## src/fsc_delay.sv

```systemverilog
// ----------------------------------------------------------------------------
// fsc_delay
// Enable-gated shift line keeping side data aligned with the float units.
// ----------------------------------------------------------------------------
`default_nettype none
module fsc_delay #(
	parameter int unsigned W = 32,
	parameter int unsigned D = 1
) (
	input  wire logic         clk,
	input  wire logic         en,
	input  wire logic [W-1:0] d,
	output logic [W-1:0]      q
);
	logic [W-1:0] taps_q [D];

	always_ff @(posedge clk) begin
		if (en) begin
			taps_q[0] <= d;
			for (int i = 1; i < int'(D); i++) begin
				taps_q[i] <= taps_q[i-1];
			end
		end
	end

	assign q = taps_q[D-1];
endmodule
`default_nettype wire

```

## config.mk

```make
export PLATFORM = sky130hd
export DESIGN_NAME = fsc_delay
export DESIGN_NICKNAME = d
export VERILOG_FILES = /design/src/fsc_delay.sv
export SDC_FILE = /design/constraint.sdc
export NUM_CORES = 1
export LEC_CHECK = 0
export ABC_AREA = 1
export BUFFER_PORTS_ARGS = -buffer_cell sky130_fd_sc_hd__buf_4
export CORE_UTILIZATION = 35
export DETAILED_ROUTE_END_ITERATION = 7
export PLACE_DENSITY = 0.72
export SLEW_MARGIN = 10
export SYNTH_ARGS = -nofsm -noshare
export SYNTH_HDL_FRONTEND = slang
export SYNTH_SLANG_ARGS = --single-unit
```

## constraint.sdc

```tcl
create_clock -name clk -period 0.8 [get_ports clk]
set_input_delay 0 -clock clk [delete_from_list [all_inputs] [get_ports clk]]
set_output_delay 0 -clock clk [all_outputs]
set_load 0.05 [all_outputs]
```

; ---- Word-level counts from Yosys, hierarchy flattened
; Memories as Yosys holds them, arrays and structs flattened.
; Index checks and enable logic that the tools add are counted.
[word_totals]
regBits = 0
latchBits = 0
ramBits = 32
romBits = 0
input_bits = 34
output_inout_bits = 32
elab_cells = 3
n_memories = 1
[classes]
addsub = 0
multipliers = 0
n_div = 0
n_lt_le_gt_ge = 0
n_eq_ne = 0
shift = 0
mux = 2
bitwise = 0
reduce_logical = 0
[memory_table]
columns = name, words, word_bits, rd, rd_ports_with_merged_regs, wr, line_no
row1 = taps_q, 1, 32, 1, 0, 1, 15  ; logic [W-1:0] taps_q [D];
[ops]
columns = cell, count
row1 = 2-to-1 mux 1 bit, 2

; ---- Depth between registers and ports, before layout
; Gate-level depths: netlist (run 1).
[depth]
depth_word = 2
ltp_mapped = 0
depth_no_buf = 0

; ---- Worst setup path before layout (run 1)
; No wires, ideal clock.
[synth_path]
path_kind = register to output
start = mem taps_q[0][0]
end = out q[0]
arrival_time_ps = 601
setup_slack_ps = 199
stages_incl_launch_ff = 1
path_cell_list = edfxtp_1
[synth_between]
elab_chain_len = 1
[synth_lines]
columns = item, line_no
row1 = "start, declared", 15
row2 = memory (1 x 32 bit), -
row3 = "end, declared", 13  ; output logic [W-1:0] q
; Every way passes these cells.

; ---- Worst setup path in the final report (run 1)
[layout_path]
start = mem taps_q[0][11]
end = out q[11]
; The elaborated chain is that of the path after synthesis.

==> flow_summary.yaml, run 1 <==
outcome:
  status: "finished, violations left"
  violations: "setup timing"
synthesis:
  netlist_area_um2: 961
  postSynthCellCount: 32
  syn_avg_cell_area_um2: 30.0
  synth.distinct_cells: 1
  ys_warn_count: 0
  synth_fp_nets: 66
  synth-seq-cells: 32
  ys_seq_area_frac: 1.00
final_layout:
  syn_to_final_growth_pct: 106
  drive_gt1_frac: 0.511
  biggestRegsByFlops: "taps_q (32)"
  nMultiInputCombCells: 0
  fill_cells: 139
  multi_input_area_um2: 0
  largest_reg_flops: 32
  num_antenna_cells: 0
  final_nets: 170
  regMostFlops: "taps_q"
timing:
  tightest_slew_ns: 0.375
  setup_viol: 32
  fin_tns_setup_ns: -1.89
  slew_headroom: 0.750
  final_hold_viol_count: 0
  post-route-period-util: 1.12
  fmax_mhz: 1110
  period_minus_slack_ns: 0.899
  setup_slack_ns: -0.0990
  slew_viol_final: 0
  rsz0062_at_grt: "yes"
drt:
  drc: 0
  vias: 680
  vias_per_cell: 4.07
  initialDrtViolationCount: 9
  ant_nets: 0
  wl_per_cell_um: 13.4
  postRouteWirelength_um: 2230
  first_pass_iters: 2
setup_path:
  cp_top_family: "flip-flops"
  crit_fanout: 1
  worstSetupStartpointType: "register"
  cp-end-kind: "output pin"
  arrival_ns: 0.90
  slowest_delay_ns: 0.42
  path_buf_inv: 1
  required_ns: 0.80
  path_class: "reg -> out"
  crit_chain: "buf_6"
  cp_slowest_cell: "edfxtp_1"
floorplanning:
  fp.dieW_um: 54.4
  dieHeight_um: 54.4
  pin_count: 66
  coreArea_um2: 2540
  dieArea_um2: 2960
  core.rowCount: 18
  initial_utilization: 0.378
power:
  power.total_mw: 3.86
  ir_drop_v: 0.00186
  p_per_area_nw_per_um2: 1950
  power_leakage_nw: 0.826
global_routing:
  grt_busiest_layer: "met2"
  grt_use_total: 0.168
  grt_pass1_wl_um: 3220
  use_met2: 0.311
  grt_overflow: 0
  grt_pass1_vias: 714
  antenna_found_initial: 0
  grt_max_degree: 33
  grtUsageMet1: 0.169
  grt.met3_usage: 0.0694
clock_tree:
  clk_path_buf_depth: 2
  cts_made_buffers: 5
  cts_tree: "built"
  clk_pin_slew_ns: 0.09
  clock_sinks: 32
  cts_root_buffer: "clkbuf_4"
  htreeDepth: 2
place:
  pre_cts_ws_ns: 0.105
  portBuffers: 65
  globalplace.congestion: 0.708
flow_run:
  cap_violations: 0
worst_hold_path:
  hp-class: "in -> reg"
## layout by cell type, fill, tap and decap left out
cell | Yosys | layout
clkbuf_1 | 0 | 2
clkinv_1 | 0 | 1
buf_6 | 0 | 32
dlygate4sd3_1 | 0 | 32
buf_4 | 0 | 33
edfxtp_1 | 32 | 32
clkbuf_4 | 0 | 5
## Yosys cell counts
cell,number,area share
edfxtp_1,32,1.0
## routing by layer
| layer | routed length, um | part of all wire | vias to the layer above |
|---|---|---|---|
| met1 | 742 | 0.33 | 304 |
| met5 | 0 | 0 | - |
| met3 | 158 | 0.071 | 4 |
| li1 | - | - | 336 |
| met4 | 26 | 0.012 | 0 |
| met2 | 1300 | 0.58 | 36 |
## layout make-up
class                 count  area [um^2]  share of cell area
sequential               32          961               0.486
timing repair buffer     97          928               0.470
clock buffer              7         45.0              0.0228
tap                      30         37.5              0.0190
clock inverter            1         3.75             0.00190
## power by group
| group | switching (mW) | total, mW | internal, mW | leakage [nW] |
|---|---|---|---|---|
| Combinational | 0.578 | 1.02 | 0.437 | 0.486 |
| Clock | 0.452 | 0.789 | 0.337 | 0.0269 |
| Sequential | 0.0597 | 2.05 | 1.99 | 0.313 |
## path summary, 6_finish.rpt
path           from            end  slack (ns)  cells past startpoint
min              en  taps_q[0][11]        0.14                      1
max   taps_q[0][11]          q[11]        -0.1                      1
## repair_timing
item | in CTS | in global routing
setup endpoints to repair | 32 | 32
hold buffers | 32 | 0
pin swaps | 0 | 0
gates resized for setup | 32 | 0
endpoints found under the hold margin | 32 | 0
gates cloned | 0 | 0
setup buffers | 0 | 0
## kinds of logic (layout without fill, tap and decap cells)
logic type,count (synthesis),count (layout),synth area share
flip-flops,32,32,1.00
buffers and inverters,0,105,0
## stage by stage
step           utilization  area, um^2  cells  hold WS, ns
6_report             0.776        1980    167        0.136
3_3_place_gp         0.584        1490    127        0.178
2_1_floorplan            -         961     32       0.0989
3_5_place_dp         0.584        1490    127        0.179
5_1_grt              0.776        1980    167        0.139
4_1_cts              0.776        1980    167        0.127
Note: power is estimated with default switching activity, not from simulation.
==> run 2: changes to the inputs <==
- CORE_UTILIZATION: 35 -> 42
- CTS_CLUSTER_SIZE: not set -> 12
- PLACE_DENSITY: 0.72 -> 0.81
- clock period: 0.8 -> 1.17 ns (I/O delays scaled with it)
==> flow_summary.yaml, run 2 (synthesis results as in run 1) <==
outcome:
  status: "complete, no violations"
drt:
  vias_per_cell: 4.48
  ant_nets: 0
  wl_per_cell_um: 18.2
  drc: 0
  first_pass_iters: 4
  vias: 735
  postRouteWirelength_um: 2980
  initialDrtViolationCount: 14
worst_hold_path:
  hold_depth: 1
  hp-class: "in -> reg"
  holdPathEnd: "taps_q[0][12]"
  hp-start: "en"
final_layout:
  multi_input_area_um2: 0
  final_nets: 170
  fin_area_um2: 1850
  fill_cells: 78
  biggestRegsByFlops: "taps_q (32)"
  regMostFlops: "taps_q"
  final_cell_mix: "65 x buf_4, 32 x dlygate4sd3_1, 32 x edfxtp_1"
  largest_reg_flops: 32
  drive_gt1_frac: 0.511
  layout_commonest_cell: "buf_4"
  nMultiInputCombCells: 0
  syn_to_final_growth_pct: 92.7
  num_antenna_cells: 0
setup_path:
  required_ns: 1.17
  arrival_ns: 0.98
  path_buf_inv: 1
  crit_fanout: 1
  path_class: "reg -> out"
  cp-end-kind: "output pin"
  worstSetupStartpointType: "register"
  cp_top_family: "flip-flops"
  slowest_delay_ns: 0.43
  cp_slowest_cell: "edfxtp_1"
  crit_chain: "buf_4"
power:
  p_sw_frac: 0.301
  p_switching_mw: 0.790
  p_comb_frac: 0.250
  ir_drop_v: 0.00120
  power_leakage_nw: 0.786
  p_clk_frac: 0.221
  p_per_area_nw_per_um2: 1420
  p_seq_frac: 0.530
  p_int_mw: 1.84
timing:
  period_minus_slack_ns: 0.980
  tightest_slew_ns: 0.394
  setup_viol: 0
  final_hold_viol_count: 0
  slew_headroom: 0.737
  post-route-period-util: 0.837
  slew_viol_final: 0
  fin_tns_setup_ns: 0
  holdWs_ns: 0.118
  fmax_mhz: 1020
  rsz0062_at_grt: "no"
clock_tree:
  clk_path_buf_depth: 2
  cts_made_buffers: 5
  cts_root_buffer: "clkbuf_4"
  htreeDepth: 2
  cts_tree: "built"
  post_cts_resized: 0
  clock_sinks: 32
  clk_pin_slew_ns: 0.10
global_routing:
  grt_use_total: 0.271
  antenna_found_initial: 0
  grt_pass1_wl_um: 4270
  grt_max_degree: 33
  grt_pass1_vias: 838
  grt_overflow: 0
floorplanning:
  pin_count: 66
  core.rowCount: 16
  initial_utilization: 0.466
  fp.dieW_um: 49.8
  dieHeight_um: 49.8
  dieArea_um2: 2480
  coreArea_um2: 2060
place:
  globalplace.congestion: 0.608
  place_area_um2: 1480
  portBuffers: 65
flow_run:
  cap_violations: 0
-- run 2: power groups by stage --
stage / clock network, mW / registers (mW) / logic (mW)
floorplan: 0 / 1.73 / 0
global placement: 0 / 1.41 / 0.549
detailed placement: 0 / 1.41 / 0.556
CTS: 0.579 / 1.39 / 0.642
global route: 0.634 / 1.40 / 0.673
finish: 0.580 / 1.39 / 0.656
-- run 2: how the worst max path moves through the flow --
stage	from	end	slack, ns	cells past startpoint
after floorplan	taps_q[0][0]	q[0]	0.57	0
after global placement	en	taps_q[0][22]	0.49	1
after detailed placement	en	taps_q[0][27]	0.47	1
after CTS	taps_q[0][29]	q[29]	0.24	1
after global routing	taps_q[0][12]	q[12]	0.18	1
final	taps_q[0][12]	q[12]	0.19	1
-- run 2: what timing repair did --
item / in CTS / in global routing
buffers inserted: 0 / 0
hold endpoints to repair: 32 / 0
hold buffers: 32 / 0
-- run 2: metrics by stage --
stage | power (mW) | std cells | util | worst slack (ns)
global placement | 1.96 | 124 | 0.719 | 0.490
floorplan | 1.73 | 32 | - | 0.569
CTS | 2.61 | 164 | 0.898 | 0.244
finish | 2.63 | 164 | 0.898 | 0.190
global route | 2.71 | 164 | 0.898 | 0.177
detailed placement | 1.97 | 124 | 0.719 | 0.466
-- run 2: routing by layer --
| metal | up-vias | part of all wire | GRT usage |
|---|---|---|---|
| li1 | 337 | - | - |
| met1 | 336 | 0.38 | 0.297 |
| met2 | 48 | 0.52 | 0.439 |
| met3 | 14 | 0.065 | 0.0895 |
| met4 | 0 | 0.043 | 0.190 |
| met5 | - | 0 | 0 |
-- run 2: area by class of cell --
| class | count | area (um^2) | share of cell area |
|---|---|---|---|
| sequential | 32 | 961 | 0.519 |
| timing repair buffer | 97 | 808 | 0.436 |
| clock buffer | 7 | 45.0 | 0.0243 |
| tap | 27 | 33.8 | 0.0182 |
| clock inverter | 1 | 3.75 | 0.00203 |
