==> src/fsc_pkg.sv <==
// ----------------------------------------------------------------------------
// fsc_pkg
// Shared constants, types and float32 helpers for the sine/cosine pipeline.
// ----------------------------------------------------------------------------
`default_nettype none
package fsc_pkg;

	localparam int unsigned FloatW = 32;
	localparam int unsigned LzW    = 6;

	localparam logic [FloatW-1:0] DefaultNan = 32'h7FC0_0000;
	localparam logic [FloatW-1:0] PosInf     = 32'h7F80_0000;
	localparam logic [FloatW-1:0] QuietBit   = 32'h0040_0000;

	localparam logic [FloatW-1:0] KFourOverPi = 32'h3FA2_F983;
	localparam logic [FloatW-1:0] KRedA       = 32'hBF49_0000;
	localparam logic [FloatW-1:0] KRedB       = 32'hB97D_A000;
	localparam logic [FloatW-1:0] KRedC       = 32'hB322_2169;
	localparam logic [FloatW-1:0] KS0         = 32'hB94C_A1F9;
	localparam logic [FloatW-1:0] KS1         = 32'h3C08_839E;
	localparam logic [FloatW-1:0] KS2         = 32'hBE2A_AAA3;
	localparam logic [FloatW-1:0] KC0         = 32'h37CC_F5CE;
	localparam logic [FloatW-1:0] KC1         = 32'hBAB6_061A;
	localparam logic [FloatW-1:0] KC2         = 32'h3D2A_AAA5;
	localparam logic [FloatW-1:0] KHalf       = 32'h3F00_0000;
	localparam logic [FloatW-1:0] KOne        = 32'h3F80_0000;

	// unrounded value between normalise and round stages
	typedef struct packed {
		logic               spec;
		logic [FloatW-1:0]  spec_bits;
		logic               sign;
		logic signed [11:0] expo;
		logic [25:0]        mant;
	} fsc_unr_t;

	function automatic logic is_nan(input logic [FloatW-1:0] v);
		return v[30:0] > PosInf[30:0];
	endfunction

	function automatic logic [LzW-1:0] lzc48(input logic [47:0] v);
		logic [LzW-1:0] n;
		logic           found;
		n = '0;
		found = 1'b0;
		for (int i = 47; i >= 0; i--) begin
			if (!found) begin
				if (v[i]) begin
					found = 1'b1;
				end else begin
					n = n + 1'b1;
				end
			end
		end
		return n;
	endfunction

	// mant: [25] hidden, [24:2] fraction, [1] guard, [0] sticky
	function automatic logic [FloatW-1:0] round_pack(input logic s,
			input logic signed [11:0] e, input logic [25:0] m);
		logic [25:0]        mm;
		logic [4:0]         sh;
		logic signed [11:0] shw;
		logic               lost;
		logic               up;
		logic [7:0]         eb;
		logic [24:0]        rnd;
		logic [FloatW-1:0]  tmp;
		if (m == '0) begin
			return {s, 31'b0};
		end
		if (e >= 12'sd255) begin
			return {s, PosInf[30:0]};
		end
		if (e >= 12'sd1) begin
			mm = m;
			eb = e[7:0] - 8'd1;
		end else begin
			shw = 12'sd1 - e;
			sh = (shw > 12'sd30) ? 5'd31 : shw[4:0];
			lost = |(m & ((26'd1 << sh) - 26'd1));
			mm = m >> sh;
			mm[0] = mm[0] | lost;
			eb = 8'd0;
		end
		up = mm[1] & (mm[0] | mm[2]);
		rnd = {1'b0, mm[25:2]} + {24'b0, up};
		tmp = {1'b0, eb, 23'b0} + {7'b0, rnd};
		return {s, tmp[30:0]};
	endfunction

endpackage
`default_nettype wire

==> src/fsc_fmul.sv <==
// ----------------------------------------------------------------------------
// fsc_fmul
// Three-stage float32 multiplier: multiply, normalise, round to nearest even.
// ----------------------------------------------------------------------------
`default_nettype none
module fsc_fmul (
	input  wire logic        clk,
	input  wire logic        en,
	input  wire logic [31:0] a,
	input  wire logic [31:0] b,
	output logic [31:0]      r
);
	import fsc_pkg::*;

	logic               spec_s1;
	logic [31:0]        spec_bits_s1;
	logic               sign_s1;
	logic signed [11:0] expo_s1;
	logic [47:0]        prod_s1;
	fsc_unr_t           unr_s2;
	logic [31:0]        res_s3;

	logic        a_inf, b_inf, a_zero, b_zero;
	logic [7:0]  ea, eb;
	logic [23:0] ma, mb;
	logic        spec_c;
	logic [31:0] spec_bits_c;

	always_comb begin
		a_inf = a[30:0] == PosInf[30:0];
		b_inf = b[30:0] == PosInf[30:0];
		a_zero = a[30:0] == 31'b0;
		b_zero = b[30:0] == 31'b0;
		ea = (a[30:23] == 8'd0) ? 8'd1 : a[30:23];
		eb = (b[30:23] == 8'd0) ? 8'd1 : b[30:23];
		ma = {a[30:23] != 8'd0, a[22:0]};
		mb = {b[30:23] != 8'd0, b[22:0]};
		spec_c = 1'b1;
		spec_bits_c = DefaultNan;
		if (is_nan(a)) begin
			spec_bits_c = a;
		end else if (is_nan(b)) begin
			spec_bits_c = b;
		end else if ((a_inf && b_zero) || (b_inf && a_zero)) begin
			spec_bits_c = DefaultNan;
		end else if (a_inf || b_inf) begin
			spec_bits_c = {a[31] ^ b[31], PosInf[30:0]};
		end else begin
			spec_c = 1'b0;
		end
	end

	always_ff @(posedge clk) begin
		if (en) begin
			spec_s1 <= spec_c;
			spec_bits_s1 <= spec_bits_c;
			sign_s1 <= a[31] ^ b[31];
			expo_s1 <= $signed({4'b0, ea}) + $signed({4'b0, eb}) - 12'sd126;
			prod_s1 <= ma * mb;
		end
	end

	logic [LzW-1:0] lz;
	logic [47:0]    pn;

	always_comb begin
		lz = lzc48(prod_s1);
		pn = prod_s1 << lz;
	end

	always_ff @(posedge clk) begin
		if (en) begin
			unr_s2.spec <= spec_s1;
			unr_s2.spec_bits <= spec_bits_s1;
			unr_s2.sign <= sign_s1;
			unr_s2.expo <= expo_s1 - $signed({6'b0, lz});
			unr_s2.mant <= {pn[47:23], |pn[22:0]};
		end
	end

	always_ff @(posedge clk) begin
		if (en) begin
			res_s3 <= unr_s2.spec ? unr_s2.spec_bits
				: round_pack(unr_s2.sign, unr_s2.expo, unr_s2.mant);
		end
	end

	assign r = res_s3;
endmodule
`default_nettype wire

==> config.mk <==
export PLATFORM = sky130hd
export DESIGN_NAME = fsc_fmul
export DESIGN_NICKNAME = d
export VERILOG_FILES = /design/src/fsc_pkg.sv /design/src/fsc_fmul.sv
export SDC_FILE = /design/constraint.sdc
export NUM_CORES = 2
export LEC_CHECK = 0
export ABC_AREA = 0
export ABC_CLOCK_PERIOD_IN_PS = 47500
export BUFFER_PORTS_ARGS = -buffer_cell sky130_fd_sc_hd__buf_2
export CAP_MARGIN = 20
export CORE_UTILIZATION = 29
export CTS_CLUSTER_SIZE = 20
export DETAILED_ROUTE_END_ITERATION = 12
export HOLD_SLACK_MARGIN = 0.12
export PLACE_DENSITY_LB_ADDON = 0.3
export SYNTH_ARGS = -nofsm -noshare
export SYNTH_HDL_FRONTEND = slang
export SYNTH_SLANG_ARGS = --single-unit
==> constraint.sdc <==
create_clock -name clk -period 47.5 [get_ports clk]
set_input_delay 2.375 -clock clk [delete_from_list [all_inputs] [get_ports clk]]
set_output_delay 2.375 -clock clk [all_outputs]
set_load 0.005 [all_outputs]
Yosys cells after proc, flatten, opt, wreduce, memory -nomap -nowiden. Index checks and enable logic that the tools add are counted.

Logic and storage cells: 310. Bits in registers: 198.

$add $sub $neg: 55. Order comparisons: 5. Multipliers: 1. Equal/unequal tests: 2. Shift-type cells: 3. Multiplexer cells: 214. Bitwise logic cells: 5. Reductions and logical operators: 14.

Operators with widths (count): 6-bit two-way mux (94); 32-bit two-way mux (9); 6-bit by 1-bit adder with 6-bit output, second input constant (47); 26-bit two-way mux (4); 1-bit two-way mux (100); 31-bit equality test, second input constant (2); 31-bit greater-than comparator, second input constant (2); 31-bit zero test (2); 24-bit by 24-bit multiplier with 48-bit output (1); 8-bit two-way mux (6); 48-bit by 6-bit << shifter with 48-bit output (1); 31-bit by 25-bit adder with 31-bit output (1); 26-bit AND (1); 26-bit zero test (1); 26-bit OR reduction (1); 1-bit by 5-bit << shifter with 26-bit output, first input constant (1); 26-bit by 5-bit >> shifter with 26-bit output (1); 26-bit by 1-bit subtractor with 26-bit output, second input constant (1); 24-bit by 1-bit adder with 25-bit output (1); 23-bit OR reduction (1); 8-bit zero test (2); 8-bit nonzero test (2); 12-bit by 2-bit >= comparator with 1-bit output, second input constant (1); 12-bit by 9-bit >= comparator with 1-bit output, second input constant (1); other kinds (13) (16).

Depth between registers and ports, before layout.
Depth in word-level cells: 144. Gate-level depth with buffers: 164. Mapped depth without buffers: 160.

Worst setup path after synthesis. OpenSTA, ideal clock, no wires.

Path type: register -> register. Start point: register prod_s1[44]. End point: register unr_s2[35] (netlist name) (data pin). Required time: 47242 ps. Stages on the path, launching flop included: 165. Arrival time: 29927 ps. Slack: 17316 ps. Library setup time: 258 ps. Cells stage by stage: edfxtp_1 inv_1 nor2_1 o21bai_1 inv_1 ha_1 nand2b_1 a211oi_1 ha_1 nand2_1 nand2_1 ha_1 mux2_2 nand2_1 nand2_1 ha_1 nand2_1 nand2_1 [... 129 more ...] ha_1 mux2_2 mux2i_1 o31ai_1 ha_1 mux2_2 clkbuf_1 inv_1 clkbuf_1 buf_1 ha_1 a21o_1 a21o_1 a21o_1 a21o_1 a211o_1 or3_1 xnor2_1.

Cells in the longest elaborated chain, start to end: 135. Elaborated cells between the ends (all ways): 180. Classes of those cells: add/sub: 45; mux: 135.

Ends and longest elaborated chain: from (decl) (RTL line fsc_fmul.sv:19) `logic [47:0] prod_s1;`; from (signal assigned) (RTL line fsc_fmul.sv:59) `prod_s1 <= ma * mb;`; 6-bit two-way mux (RTL line fsc_pkg.sv:48) `if (v[i]) begin`; 6-bit two-way mux (RTL line fsc_pkg.sv:47) `if (!found) begin`; 6-bit by 1-bit adder with 6-bit output (RTL line fsc_pkg.sv:51) `n = n + 1'b1;`; 6-bit two-way mux (RTL line fsc_pkg.sv:48); 6-bit two-way mux (RTL line fsc_pkg.sv:47); 6-bit by 1-bit adder with 6-bit output (RTL line fsc_pkg.sv:51); 6-bit two-way mux (RTL line fsc_pkg.sv:48); 6-bit two-way mux (RTL line fsc_pkg.sv:47); [... 119 more ...]; 6-bit two-way mux (RTL line fsc_pkg.sv:47); 6-bit by 1-bit adder with 6-bit output (RTL line fsc_pkg.sv:51); 6-bit two-way mux (RTL line fsc_pkg.sv:48); 6-bit two-way mux (RTL line fsc_pkg.sv:47); 6-bit by 1-bit adder with 6-bit output (RTL line fsc_pkg.sv:51); 6-bit two-way mux (RTL line fsc_pkg.sv:48); 6-bit two-way mux (*) (RTL line fsc_pkg.sv:47); 12-bit by 7-bit subtractor with 12-bit output (*) (RTL line fsc_fmul.sv:76) `unr_s2.expo <= expo_s1 - $signed({6'b0, lz});`; to (decl) (RTL line fsc_fmul.sv:20) `fsc_unr_t unr_s2;`.

Mark *: on every way between the ends. The rest lies on a longest branch, timed or not. A chain may end at the register's enable or synchronous reset.

Worst setup path after layout. Ends and elaborated chain as after synthesis.

==> results.sh <==
export IMPL_outcome="finished clean"
export IMPL_port_buffers=97
export IMPL_overflow=0
export IMPL_die_height_um=358
export IMPL_yosys_warnings=0
export IMPL_drive_gt1_frac=0.0692
export IMPL_finish_instance_area_um2=39300
export IMPL_crit_family="adder cells"
export IMPL_rows=130
export IMPL_r2r_start="prod_s1[44]"
export IMPL_hp_class="flip-flop to flip-flop"
export IMPL_min_from="spec_s1"
export IMPL_avgSynthCellArea_um2=8.86
export IMPL_critPathSlowestCell="a211oi_1"
export IMPL_cp_common_cell="ha_1"
export IMPL_yosysSeqAreaShare=0.160
export IMPL_cts_max_path_buffers=2
export IMPL_groute_usage_overall=0.180
export IMPL_finalSetupViolCount=0
export IMPL_grt_max_degree=75
export IMPL_tightest_slew_ps=1130
export IMPL_worstSetupEndpointType="flip-flop"
export IMPL_hold_viol=0
export IMPL_multi_input_area_um2=27600
export IMPL_num_vias=29300
export IMPL_synth_most_common_cell="nand2_1"
export IMPL_place_hpwl_mm=84.8
export IMPL_start_util=0.292
export IMPL_post_cts_buffers=0
export IMPL_clk_pin_slew_ps=80
export IMPL_hold_buffers=0
export IMPL_antenna_found_initial=5
export IMPL_synth_edf_count=196
export IMPL_place_congestion=0.934
export IMPL_slowest_delay_ps=640
export IMPL_ios=98
export IMPL_synthDistinctLibCells=101
export IMPL_n_fill_cell=13300
export IMPL_arrival_ps=33110
export IMPL_vias_per_cell=5.11
export IMPL_wl_per_cell_um=19.9
export IMPL_synth_top_area_share=0.264
export IMPL_cts_tree="done"
export IMPL_seq_area_um2=5890
export IMPL_cts_buffers=17
export IMPL_routed_wl_mm=114
export IMPL_placed_area_um2=38700
export IMPL_max_cap_violations=0
export IMPL_ant_nets=0
export IMPL_slew_violations=0
export IMPL_area_delta_synth_final_pct=7.04
export IMPL_ys_top_cells_by_area="fa_1, edfxtp_1, ha_1"
export IMPL_rsz0062_at_grt="false"
export IMPL_fin_crit_sh=0.692
export IMPL_min_period_ps=32880
export IMPL_synthFlopType="edfxtp_1"
export IMPL_cts_sinks=196
export IMPL_drt_iter0_drc=1957
export IMPL_synth_async_sr_flop_share=0
export IMPL_grt_pass1_wl_mm=177
export IMPL_synth_top_area_cell="fa_1"
export IMPL_crit_type="flip-flop to flip-flop"
export IMPL_die_x_um=358
export IMPL_critPathMaxFanout=51
export IMPL_crit_required_ps=47740
export IMPL_syn_inst=4140
export IMPL_cts_resized=0
export IMPL_grt_pass1_vias=29800
export IMPL_crit_path_start_kind="flip-flop"
export IMPL_fmax_mhz=30.4
export IMPL_skew_ps=25.4
export IMPL_insertion_delay_ps=500
export IMPL_max_slew_margin_rel=0.239
export IMPL_root_buffer="clkbuf_16"
export IMPL_cts_max_level=4
export IMPL_drtPass1Iterations=5
export IMPL_coreArea_um2=126000
export IMPL_final_nets=4860
export IMPL_ys_top_cells_by_count="nand2_1, inv_1, fa_1"
export IMPL_timing_critical_path_buf_inv=11
export IMPL_route_detailed_drc=0
export IMPL_fin_setup_tns_ps=0
export IMPL_ys_ff_latch=196
export IMPL_worstSetupStartpoint="prod_s1[44]"
export IMPL_dieArea_um2=128000
export IMPL_synth_area_um2=36700
## cells in the final DEF (no fill, tap or decap), drive strengths merged, types with 12 or more instances in the layout
master / count
a211oi: 26
a21o: 27
a21oi: 171
a22o: 42
a31oi: 23
and2: 214
and3: 25
buf: 148
clkbuf: 18
edfxtp: 196
fa: 484
ha: 246
inv: 591
mux2: 35
mux2i: 173
nand2: 618
nand2b: 30
nand3: 49
nand4: 17
nor2: 192
nor2b: 36
nor3: 55
nor4: 40
o211ai: 21
o21a: 12
o21ai: 132
o21bai: 21
o31ai: 15
or3: 14
or4: 13
xnor2: 130
xor2: 55
## cell type report
class                      instances  area share
multi-input combinational       3114       0.703
inverter                         586      0.0560
clock inverter                    15     0.00456
tap                             1650      0.0526
sequential                       196       0.150
clock buffer                      17      0.0108
timing repair buffer             149      0.0225
antenna                            1   0.0000637
## flip-flops by register name, summed over array words and instances, names as in the netlist
| signal | count |
|---|---|
| sign_s1 | 1 |
| unr_s2 | 72 |
| r | 32 |
| spec_s1 | 1 |
| spec_bits_s1 | 32 |
| expo_s1 | 10 |
| prod_s1 | 48 |
## cell families after synthesis
logic type                 share of synthesized area
other                                       0.000102
and+or+nand+nor                                0.179
buffers and inverters                         0.0881
adders and majority gates                      0.349
DFF                                            0.160
AOI/OAI and AO/OA                              0.109
xor gates and xnor gates                      0.0562
muxes                                         0.0586
## worst paths after layout
path | depth (start not counted) | endpoint | slack [ps]
max | 161 | unr_s2[35] | 14620
min | 0 | unr_s2[71] | 420
max reg2reg | 161 | unr_s2[35] | 14620
min reg2reg | 0 | unr_s2[71] | 420
## through the flow
stage                     std cells   util  hold WS (ps)  setup WS [ps]
after global routing           5727  0.313           427          11870
after floorplan                4147      -           400          17320
after CTS                      5727  0.313           422          14770
after global placement         5695  0.308           401          15290
final                          5728  0.313           420          14620
after detailed placement       5695  0.308           405          14800
## routing by layer
layer  GRT usage  routed length, um  vias up
li1            -                  -    13500
met1       0.249              52200    14800
met2       0.289              51700      899
met3      0.0244               6440      174
met4      0.0589               3540        0
met5           0                  0        -
## worst register-to-register path, delay by kind of cell (launching register included)
| family | cells | cell delay, ps |
|---|---|---|
| adders and majority gates | 44 | 14120 |
| AOI/OAI and AO/OA | 42 | 7270 |
| muxes | 27 | 5410 |
| and+or+nand+nor | 36 | 3720 |
| buffers and inverters | 11 | 1480 |
| DFF | 1 | 480 |
| xor gates and xnor gates | 1 | 140 |
Power is not shown: default switching activity piles up to over one toggle a cycle in this logic, so the estimate is an artifact.
