### config.mk
export PLATFORM = sky130hd
export DESIGN_NAME = fsc_octant
export DESIGN_NICKNAME = d
export VERILOG_FILES = /design/src/fsc_pkg.sv /design/src/fsc_octant.sv
export SDC_FILE = /design/constraint.sdc
export NUM_CORES = 1
export LEC_CHECK = 0
export ABC_CLOCK_PERIOD_IN_PS = 15600
export BUFFER_PORTS_ARGS = -buffer_cell sky130_fd_sc_hd__buf_2
export CORE_MARGIN = 10
export CORE_UTILIZATION = 35
export CTS_BUF_LIST = sky130_fd_sc_hd__clkbuf_2
export CTS_CLUSTER_DIAMETER = 100
export DETAILED_ROUTE_END_ITERATION = 16
export GPL_ROUTABILITY_DRIVEN = 0
export SKIP_CTS_REPAIR_TIMING = 1
export SYNTH_ARGS = -nofsm -noshare
export SYNTH_HDL_FRONTEND = slang
export SYNTH_SLANG_ARGS = --single-unit
### constraint.sdc
create_clock -name clk -period 15.6 [get_ports clk]
set_input_delay 1.56 -clock clk [delete_from_list [all_inputs] [get_ports clk]]
set_output_delay 1.56 -clock clk [all_outputs]
set_load 0.01 [all_outputs]
### src/fsc_pkg.sv
// ----------------------------------------------------------------------------
// fsc_pkg
// Shared constants, types and float32 helpers for the sine/cosine pipeline.
// ----------------------------------------------------------------------------
`default_nettype none
package fsc_pkg;

	localparam int unsigned FloatW = 32;
	localparam int unsigned LzW    = 6;

	localparam logic [FloatW-1:0] DefaultNan = 32'h7FC0_0000;
	localparam logic [FloatW-1:0] PosInf     = 32'h7F80_0000;
	localparam logic [FloatW-1:0] QuietBit   = 32'h0040_0000;

	localparam logic [FloatW-1:0] KFourOverPi = 32'h3FA2_F983;
	localparam logic [FloatW-1:0] KRedA       = 32'hBF49_0000;
	localparam logic [FloatW-1:0] KRedB       = 32'hB97D_A000;
	localparam logic [FloatW-1:0] KRedC       = 32'hB322_2169;
	localparam logic [FloatW-1:0] KS0         = 32'hB94C_A1F9;
	localparam logic [FloatW-1:0] KS1         = 32'h3C08_839E;
	localparam logic [FloatW-1:0] KS2         = 32'hBE2A_AAA3;
	localparam logic [FloatW-1:0] KC0         = 32'h37CC_F5CE;
	localparam logic [FloatW-1:0] KC1         = 32'hBAB6_061A;
	localparam logic [FloatW-1:0] KC2         = 32'h3D2A_AAA5;
	localparam logic [FloatW-1:0] KHalf       = 32'h3F00_0000;
	localparam logic [FloatW-1:0] KOne        = 32'h3F80_0000;

	// unrounded value between normalise and round stages
	typedef struct packed {
		logic               spec;
		logic [FloatW-1:0]  spec_bits;
		logic               sign;
		logic signed [11:0] expo;
		logic [25:0]        mant;
	} fsc_unr_t;

	function automatic logic is_nan(input logic [FloatW-1:0] v);
		return v[30:0] > PosInf[30:0];
	endfunction

	function automatic logic [LzW-1:0] lzc48(input logic [47:0] v);
		logic [LzW-1:0] n;
		logic           found;
		n = '0;
		found = 1'b0;
		for (int i = 47; i >= 0; i--) begin
			if (!found) begin
				if (v[i]) begin
					found = 1'b1;
				end else begin
					n = n + 1'b1;
				end
			end
		end
		return n;
	endfunction

	// mant: [25] hidden, [24:2] fraction, [1] guard, [0] sticky
	function automatic logic [FloatW-1:0] round_pack(input logic s,
			input logic signed [11:0] e, input logic [25:0] m);
		logic [25:0]        mm;
		logic [4:0]         sh;
		logic signed [11:0] shw;
		logic               lost;
		logic               up;
		logic [7:0]         eb;
		logic [24:0]        rnd;
		logic [FloatW-1:0]  tmp;
		if (m == '0) begin
			return {s, 31'b0};
		end
		if (e >= 12'sd255) begin
			return {s, PosInf[30:0]};
		end
		if (e >= 12'sd1) begin
			mm = m;
			eb = e[7:0] - 8'd1;
		end else begin
			shw = 12'sd1 - e;
			sh = (shw > 12'sd30) ? 5'd31 : shw[4:0];
			lost = |(m & ((26'd1 << sh) - 26'd1));
			mm = m >> sh;
			mm[0] = mm[0] | lost;
			eb = 8'd0;
		end
		up = mm[1] & (mm[0] | mm[2]);
		rnd = {1'b0, mm[25:2]} + {24'b0, up};
		tmp = {1'b0, eb, 23'b0} + {7'b0, rnd};
		return {s, tmp[30:0]};
	endfunction

endpackage
`default_nettype wire

### src/fsc_octant.sv
// ----------------------------------------------------------------------------
// fsc_octant
// Octant count: saturating truncation, round up to even, back to float32.
// ----------------------------------------------------------------------------
`default_nettype none
module fsc_octant (
	input  wire logic        clk,
	input  wire logic        en,
	input  wire logic [31:0] y,
	output logic [31:0]      jf,
	output logic [1:0]       oct
);
	import fsc_pkg::*;

	logic [31:0] j_s1;
	fsc_unr_t    unr_s2;
	logic [1:0]  oct_s2;
	logic [31:0] jf_s3;
	logic [1:0]  oct_s3;

	logic [31:0] jr, js;
	logic [4:0]  k;
	logic [54:0] t;

	always_comb begin
		k = y[27:23] - 5'd31;
		t = {31'b0, 1'b1, y[22:0]} << k;
		if (is_nan(y) || y[31] || (y[30:0] == 31'b0) || (y[30:23] < 8'd127)) begin
			jr = '0;
		end else if (y[30:23] >= 8'd159) begin
			jr = '1;
		end else begin
			jr = t[54:23];
		end
		js = jr + 32'd1;
	end

	always_ff @(posedge clk) begin
		if (en) begin
			j_s1 <= {js[31:1], 1'b0};
		end
	end

	logic [LzW-1:0] lz;
	logic [31:0]    jn;

	always_comb begin
		lz = lzc48({j_s1, 16'b0});
		jn = j_s1 << lz;
	end

	always_ff @(posedge clk) begin
		if (en) begin
			unr_s2.spec <= 1'b0;
			unr_s2.spec_bits <= '0;
			unr_s2.sign <= 1'b0;
			unr_s2.expo <= 12'sd158 - $signed({6'b0, lz});
			unr_s2.mant <= {jn[31:7], |jn[6:0]};
			oct_s2 <= j_s1[2:1];
		end
	end

	always_ff @(posedge clk) begin
		if (en) begin
			jf_s3 <= round_pack(unr_s2.sign, unr_s2.expo, unr_s2.mant);
			oct_s3 <= oct_s2;
		end
	end

	assign jf = jf_s3;
	assign oct = oct_s3;
endmodule
`default_nettype wire

After elaboration in Yosys (flattened, before gate mapping) --
Index checks and enable logic that the tools add are counted.
Storage, ports and cells: register bits after elaboration 105, input bits 34, output and inout bits 34, word-level logic and storage cells 242
Operators by class: add/sub/neg operators 55, magnitude comparators 6, shift operators 4, multiplexer cells 160, bitwise operators 4, reduce and logical (&&, ||, !) cells 7
Operators with widths (number):
- two-way mux 6 bit | 77
- adder 6 x 1 -> 6 bit, second input constant | 47
- two-way mux 32 bit | 6
- two-way mux 26 bit | 4
- two-way mux 1 bit | 68
- << shifter 24 x 5 -> 55 bit | 1
- adder 32 x 1 -> 32 bit, second input constant | 1
- two-way mux 8 bit | 4
- << shifter 32 x 6 -> 32 bit | 1
- adder 31 x 25 -> 31 bit | 1
- greater-than comparator 31 bit, second input constant | 1
- zero test 31 bit | 1
- bitwise AND 26 bit | 1
- zero test 26 bit | 1
- OR reduction 26 bit | 1
- << shifter 1 x 5 -> 26 bit, first input constant | 1
- >> shifter 26 x 5 -> 26 bit | 1
- subtractor 26 x 1 -> 26 bit, second input constant | 1
- adder 24 x 1 -> 25 bit | 1
- greater-or-equal comparator 12 x 2 -> 1 bit, second input constant | 1
- greater-or-equal comparator 12 x 9 -> 1 bit, second input constant | 1
- greater-than comparator 12 x 6 -> 1 bit, second input constant | 1
- subtractor 2 x 12 -> 12 bit, first input constant | 1
- subtractor 8 x 6 -> 9 bit, first input constant | 1
- other kinds (9) | 12

Longest topological paths before layout --
word-level depth 127, depth in mapped cells 101, depth with buffers taken out 96

Least setup slack after synthesis --
OpenSTA, ideal clock, no wires.
kind flip-flop to flip-flop, from register j_s1[28], to register unr_s2[23] in the netlist's numbering (data pin), library setup time 254 ps, arrival time 16828 ps, data required time 15346 ps, setup slack -1482 ps, stages on the path, launching flop included 89, path buffers 6, period minus slack after synthesis 17082 ps, cell sequence edfxtp_1 -> buf_2 -> nor4_1 -> nor2_1 -> ha_1 -> mux2i_1 -> nand2_1 -> nand2_1 -> ha_1 -> inv_1 -> o31a_1 -> a22o_1 -> or2_2 -> a21o_1 -> ha_1 -> nand2_1 -> o211ai_1 -> nand2_1 -> [... 53 more ...] -> a21oi_1 -> inv_2 -> clkbuf_1 -> buf_1 -> ha_1 -> buf_1 -> xnor2_1 -> mux2i_1 -> xnor2_1 -> xor2_1 -> a21oi_1 -> clkbuf_1 -> buf_1 -> nor2_1 -> a21oi_1 -> a21oi_1 -> mux2i_1 -> nor2_1
Between the ends: longest elaborated chain between the ends 118, elaborated cells on any way between the ends 148, classes of those cells 44 x add/sub; 1 x shift; 103 x mux
RTL lines:
- start, declared | line fsc_octant.sv:15 | logic [31:0] j_s1;
- start signal, assigned | line fsc_octant.sv:40 | j_s1 <= {js[31:1], 1'b0};
- two-way mux 6 bit | line fsc_pkg.sv:48 | if (v[i]) begin
- two-way mux 6 bit | line fsc_pkg.sv:47 | if (!found) begin
- adder 6 x 1 -> 6 bit | line fsc_pkg.sv:51 | n = n + 1'b1;
- two-way mux 6 bit | line fsc_pkg.sv:48
- two-way mux 6 bit | line fsc_pkg.sv:47
- adder 6 x 1 -> 6 bit | line fsc_pkg.sv:51
- two-way mux 6 bit | line fsc_pkg.sv:48
- two-way mux 6 bit | line fsc_pkg.sv:47
- [... 102 more ...]
- two-way mux 6 bit | line fsc_pkg.sv:47
- adder 6 x 1 -> 6 bit | line fsc_pkg.sv:51
- two-way mux 6 bit | line fsc_pkg.sv:47
- adder 6 x 1 -> 6 bit | line fsc_pkg.sv:51
- two-way mux 6 bit | line fsc_pkg.sv:47
- adder 6 x 1 -> 6 bit | line fsc_pkg.sv:51
- two-way mux 6 bit | line fsc_pkg.sv:47
- << shifter 32 x 6 -> 32 bit (*) | line fsc_octant.sv:49 | jn = j_s1 << lz;
- end, declared | line fsc_octant.sv:16 | fsc_unr_t unr_s2;
Mark *: on every way between the ends. The rest lies on a longest branch, timed or not. A chain may end at the register's enable or synchronous reset.

Worst setup path after layout --
from register j_s1[30], to register unr_s2[19] in the netlist's numbering (data pin)
Between the ends: longest elaborated chain between the ends 124, elaborated cells on any way between the ends 156, classes of those cells 46 x add/sub; 1 x shift; 109 x mux
RTL lines (line):
- two-way mux 6 bit | fsc_pkg.sv:48
- two-way mux 6 bit | fsc_pkg.sv:47
- adder 6 x 1 -> 6 bit | fsc_pkg.sv:51
- two-way mux 6 bit | fsc_pkg.sv:48
- two-way mux 6 bit | fsc_pkg.sv:47
- adder 6 x 1 -> 6 bit | fsc_pkg.sv:51
- two-way mux 6 bit | fsc_pkg.sv:48
- two-way mux 6 bit | fsc_pkg.sv:47
- [... 108 more ...]
- two-way mux 6 bit | fsc_pkg.sv:47
- adder 6 x 1 -> 6 bit | fsc_pkg.sv:51
- two-way mux 6 bit | fsc_pkg.sv:47
- adder 6 x 1 -> 6 bit | fsc_pkg.sv:51
- two-way mux 6 bit | fsc_pkg.sv:47
- adder 6 x 1 -> 6 bit | fsc_pkg.sv:51
- two-way mux 6 bit | fsc_pkg.sv:47
- << shifter 32 x 6 -> 32 bit (*) | fsc_octant.sv:49
Marked as above.

==> impl_metrics.py <==
metrics = {
    "synth": {
        "syn_nets": 2065,
        "synth-seq-area-share": 0.202,
        "synth_simple_gate_area_frac": 0.283,
        "synth_top_family_by_area": "simple AND/OR/NAND/NOR gates",
        "syn_inst": 1991,
        "yosysWarnings": 0,
        "syn_area_mm2": 0.0149,
        "synth_xor_area_frac": 0.118,
        "synthFlopType": "edfxtp_1",
        "synth.area.mux_share": 0.104,
        "syn-mean-instance-area_um2": 7.46,
        "yosys.area_share.adder": 0.0364,
        "synth_edf_count": 100,
        "ys_types": 91,
        "ys_ff_latch": 100,
        "async_flop_share": 0,
        "synth_compound_area_frac": 0.207,
    },
    "timing": {
        "hold_viol": 0,
        "fin_crit_sh": 1.02,
        "finalSetupViolCount": 29,
        "worst_slack_ns": -0.387,
        "fin_skew_ns": 0.106,
        "slew_viol_final": 0,
        "min_period_ns": 15.99,
        "tns_ns": -10.07,
        "worst_slew_pin_slew_ns": 1.07,
        "relSlewSlack": 0.276,
        "fmax_mhz": 62.6,
        "rsz0062_at_grt": "true",
    },
    "hold_path": {
        "min_path_type": "reg2reg",
        "min_to": "oct[0]",
        "hold_depth": 0,
        "min-delay-start": "oct_s2[0]",
    },
    "detailed_routing": {
        "viasPerCell": 5.83,
        "first_pass_iters": 6,
        "via_count": 15138,
        "wl_per_cell_um": 17.8,
        "wirelength_um": 46200,
        "drcViolationCount": 0,
        "antenna_left": 0,
        "drt_iter0_drc": 1265,
    },
    "clock_network": {
        "cts_buffers": 9,
        "clock-sinks": 100,
        "cts_tree": "yes",
        "h-tree-depth": 3,
        "path_clk_slew_ns": 0.40,
        "clock_path_buffers": 2,
        "clockRootBuffer": "clkbuf_2",
        "clk_latency_ns": 0.79,
    },
    "setup_path": {
        "cp-start-kind": "flop",
        "required_ns": 16.19,
        "cpMostUsedCell": "ha_1",
        "rr_worst_depth": 92,
        "r2r-start": "j_s1[30]",
        "timing.rr.end": "unr_s2[19]",
        "crit_arrival_ns": 16.58,
        "reg2reg_slack_ns": -0.39,
        "cp_slowest_cell": "edfxtp_1",
        "critical-path-max-stage-delay_ns": 0.53,
        "path_max_fanout": 7,
        "critPathCaptureType": "flop",
        "path_class": "reg2reg",
    },
    "power": {
        "ir_drop_mv": 0.0302,
        "static-leakage-power_nw": 6.48,
        "power_density_mw_per_mm2": 59.0,
    },
    "die": {
        "die_w_um": 226,
        "initial_core_util": 0.354,
        "fp.dieH_um": 226,
        "die_area_mm2": 0.0511,
        "core_area_mm2": 0.0419,
        "ios": 68,
        "core.rowCount": 75,
    },
    "grt": {
        "grt_antenna_before_repair": 1,
        "grt-ovfl-total": 0,
        "grt_pass1_wl_um": 72700,
        "grtUsageTotal": 0.171,
        "grt_max_degree": 67,
        "grt_pass1_vias": 13949,
    },
    "place": {
        "numPortBuffers": 66,
        "postPlaceCellArea_mm2": 0.0161,
        "pre_cts_ws_ns": -0.489,
        "hpwlAfterDp_um": 35000,
    },
    "cells_and_area": {
        "fin_area_mm2": 0.0170,
        "nNetsFinal": 2126,
        "syn_to_final_growth_pct": 14.3,
        "drive_gt1_frac": 0.182,
        "fin_util": 0.405,
    },
    "status": {
        "violations": "setup timing",
        "outcome": "finished, violations left",
    },
    "job": {
        "cap_violations": 0,
    },
}
[critical path: cells and delay by family (launching register included)]
| kind | cells | cell delay, ns |
|---|---|---|
| XOR/XNOR | 7 | 1.27 |
| adder cells (fa/ha/maj) | 13 | 3.56 |
| buffers and inverters | 7 | 0.68 |
| flip-flops | 1 | 0.53 |
| AND/OR/NAND/NOR | 32 | 4.11 |
| multiplexers | 4 | 0.55 |
| AO/OA/AOI/OAI | 29 | 5.12 |
[cell usage after synthesis, types with 12 or more instances]
master      n  area, um^2
nor2_1    264         991
nand2_1   260         976
o21ai_0   138         691
a21oi_1   128         641
edfxtp_1  100        3000
clkbuf_1   96         360
xnor2_1    93         815
mux2i_1    82         821
nand3_1    70         350
nor3_1     56         280
inv_1      55         206
xor2_1     50         438
nor2b_1    42         263
ha_1       40         500
nor4_1     35         219
a211oi_1   33         248
and3_1     30         188
mux4_2     27         608
nand2b_1   24         150
a31oi_1    21         131
a21o_1     18         135
and2_1     18         113
or3_1      17         106
buf_1      15        56.3
nand4_1    14        87.6
o31ai_1    14         105
o211ai_1   13        97.6
or2_2      13        81.3
o22ai_1    12        75.1
[flip-flops by register name, indices dropped and copies added (netlist names)]
name    flops
jf         31
oct_s2      2
j_s1       31
oct         2
unr_s2     34
[cells by family (layout without fill, tap and decap cells)]
family          Yosys count  in the layout
fa+ha+maj                44             44
xor+xnor                168            168
buf+inv                 183            249
compound gates          485            485
other cells               1              2
simple gates            891            891
flops                   100            100
mux                     119            119
[area by class of cell]
type | count | area, um^2
clock buffer | 9 | 45.0
antenna | 1 | 2.50
multi-input combinational | 1708 | 11800
timing repair buffer | 176 | 1220
tap | 539 | 674
fill | 4277 | 25000
inverter | 57 | 214
sequential | 100 | 3000
clock inverter | 7 | 57.6
[layer usage]
layer  global-route usage  part of all wire
met1                0.208              0.42
met2                0.304              0.50
met3               0.0239             0.055
met4               0.0567             0.028
met5                    0                 0
[worst max path at each step]
| stage | start | endpoint | slack, ns |
|---|---|---|---|
| 4_1_cts | j_s1[29] | unr_s2[2] | -0.55 |
| 3_3_place_gp | j_s1[29] | unr_s2[1] | 0.07 |
| 2_1_floorplan | j_s1[29] | unr_s2[11] | -0.07 |
| 6_report | j_s1[30] | unr_s2[19] | -0.39 |
| 5_1_grt | j_s1[30] | unr_s2[22] | -1.27 |
| 3_5_place_dp | j_s1[29] | unr_s2[2] | -0.49 |
[report_power, final]
part           switching [mW]  total [mW]  internal (mW)
Combinational           0.291       0.493          0.202
Sequential             0.0478       0.379          0.331
Clock                   0.108       0.131         0.0237
[layout by cell type (no fill, tap or decap), types with 14 or more instances in the layout]
cell type | synthesis | final
a31oi_1 | 21 | 16
ha_1 | 40 | 30
a21oi_1 | 128 | 116
and3_1 | 30 | 27
nor2_1 | 264 | 252
a211oi_1 | 33 | 30
or3_1 | 17 | 16
and2_1 | 18 | 18
nand2_1 | 260 | 253
nand2b_1 | 24 | 24
xor2_1 | 50 | 46
o21ai_0 | 138 | 130
a21o_1 | 18 | 18
nor3_1 | 56 | 50
nand3_1 | 70 | 70
xnor2_1 | 93 | 87
nor4_1 | 35 | 31
nor2b_1 | 42 | 39
mux4_2 | 27 | 27
buf_2 | 9 | 65
edfxtp_1 | 100 | 100
nand4_1 | 14 | 14
mux2i_1 | 82 | 79
buf_4 | 5 | 106
inv_1 | 55 | 49
[stage by stage]
step | total power, mW | hold WS, ns | cells
after floorplan | 0.704 | 0.400 | 1991
after global placement | 0.835 | 0.403 | 2538
after detailed placement | 0.840 | 0.406 | 2538
after CTS | 0.971 | 0.472 | 2554
after global routing | 1.07 | 0.484 | 2597
final | 1.00 | 0.474 | 2597
Power figures use the tool's default switching activity.
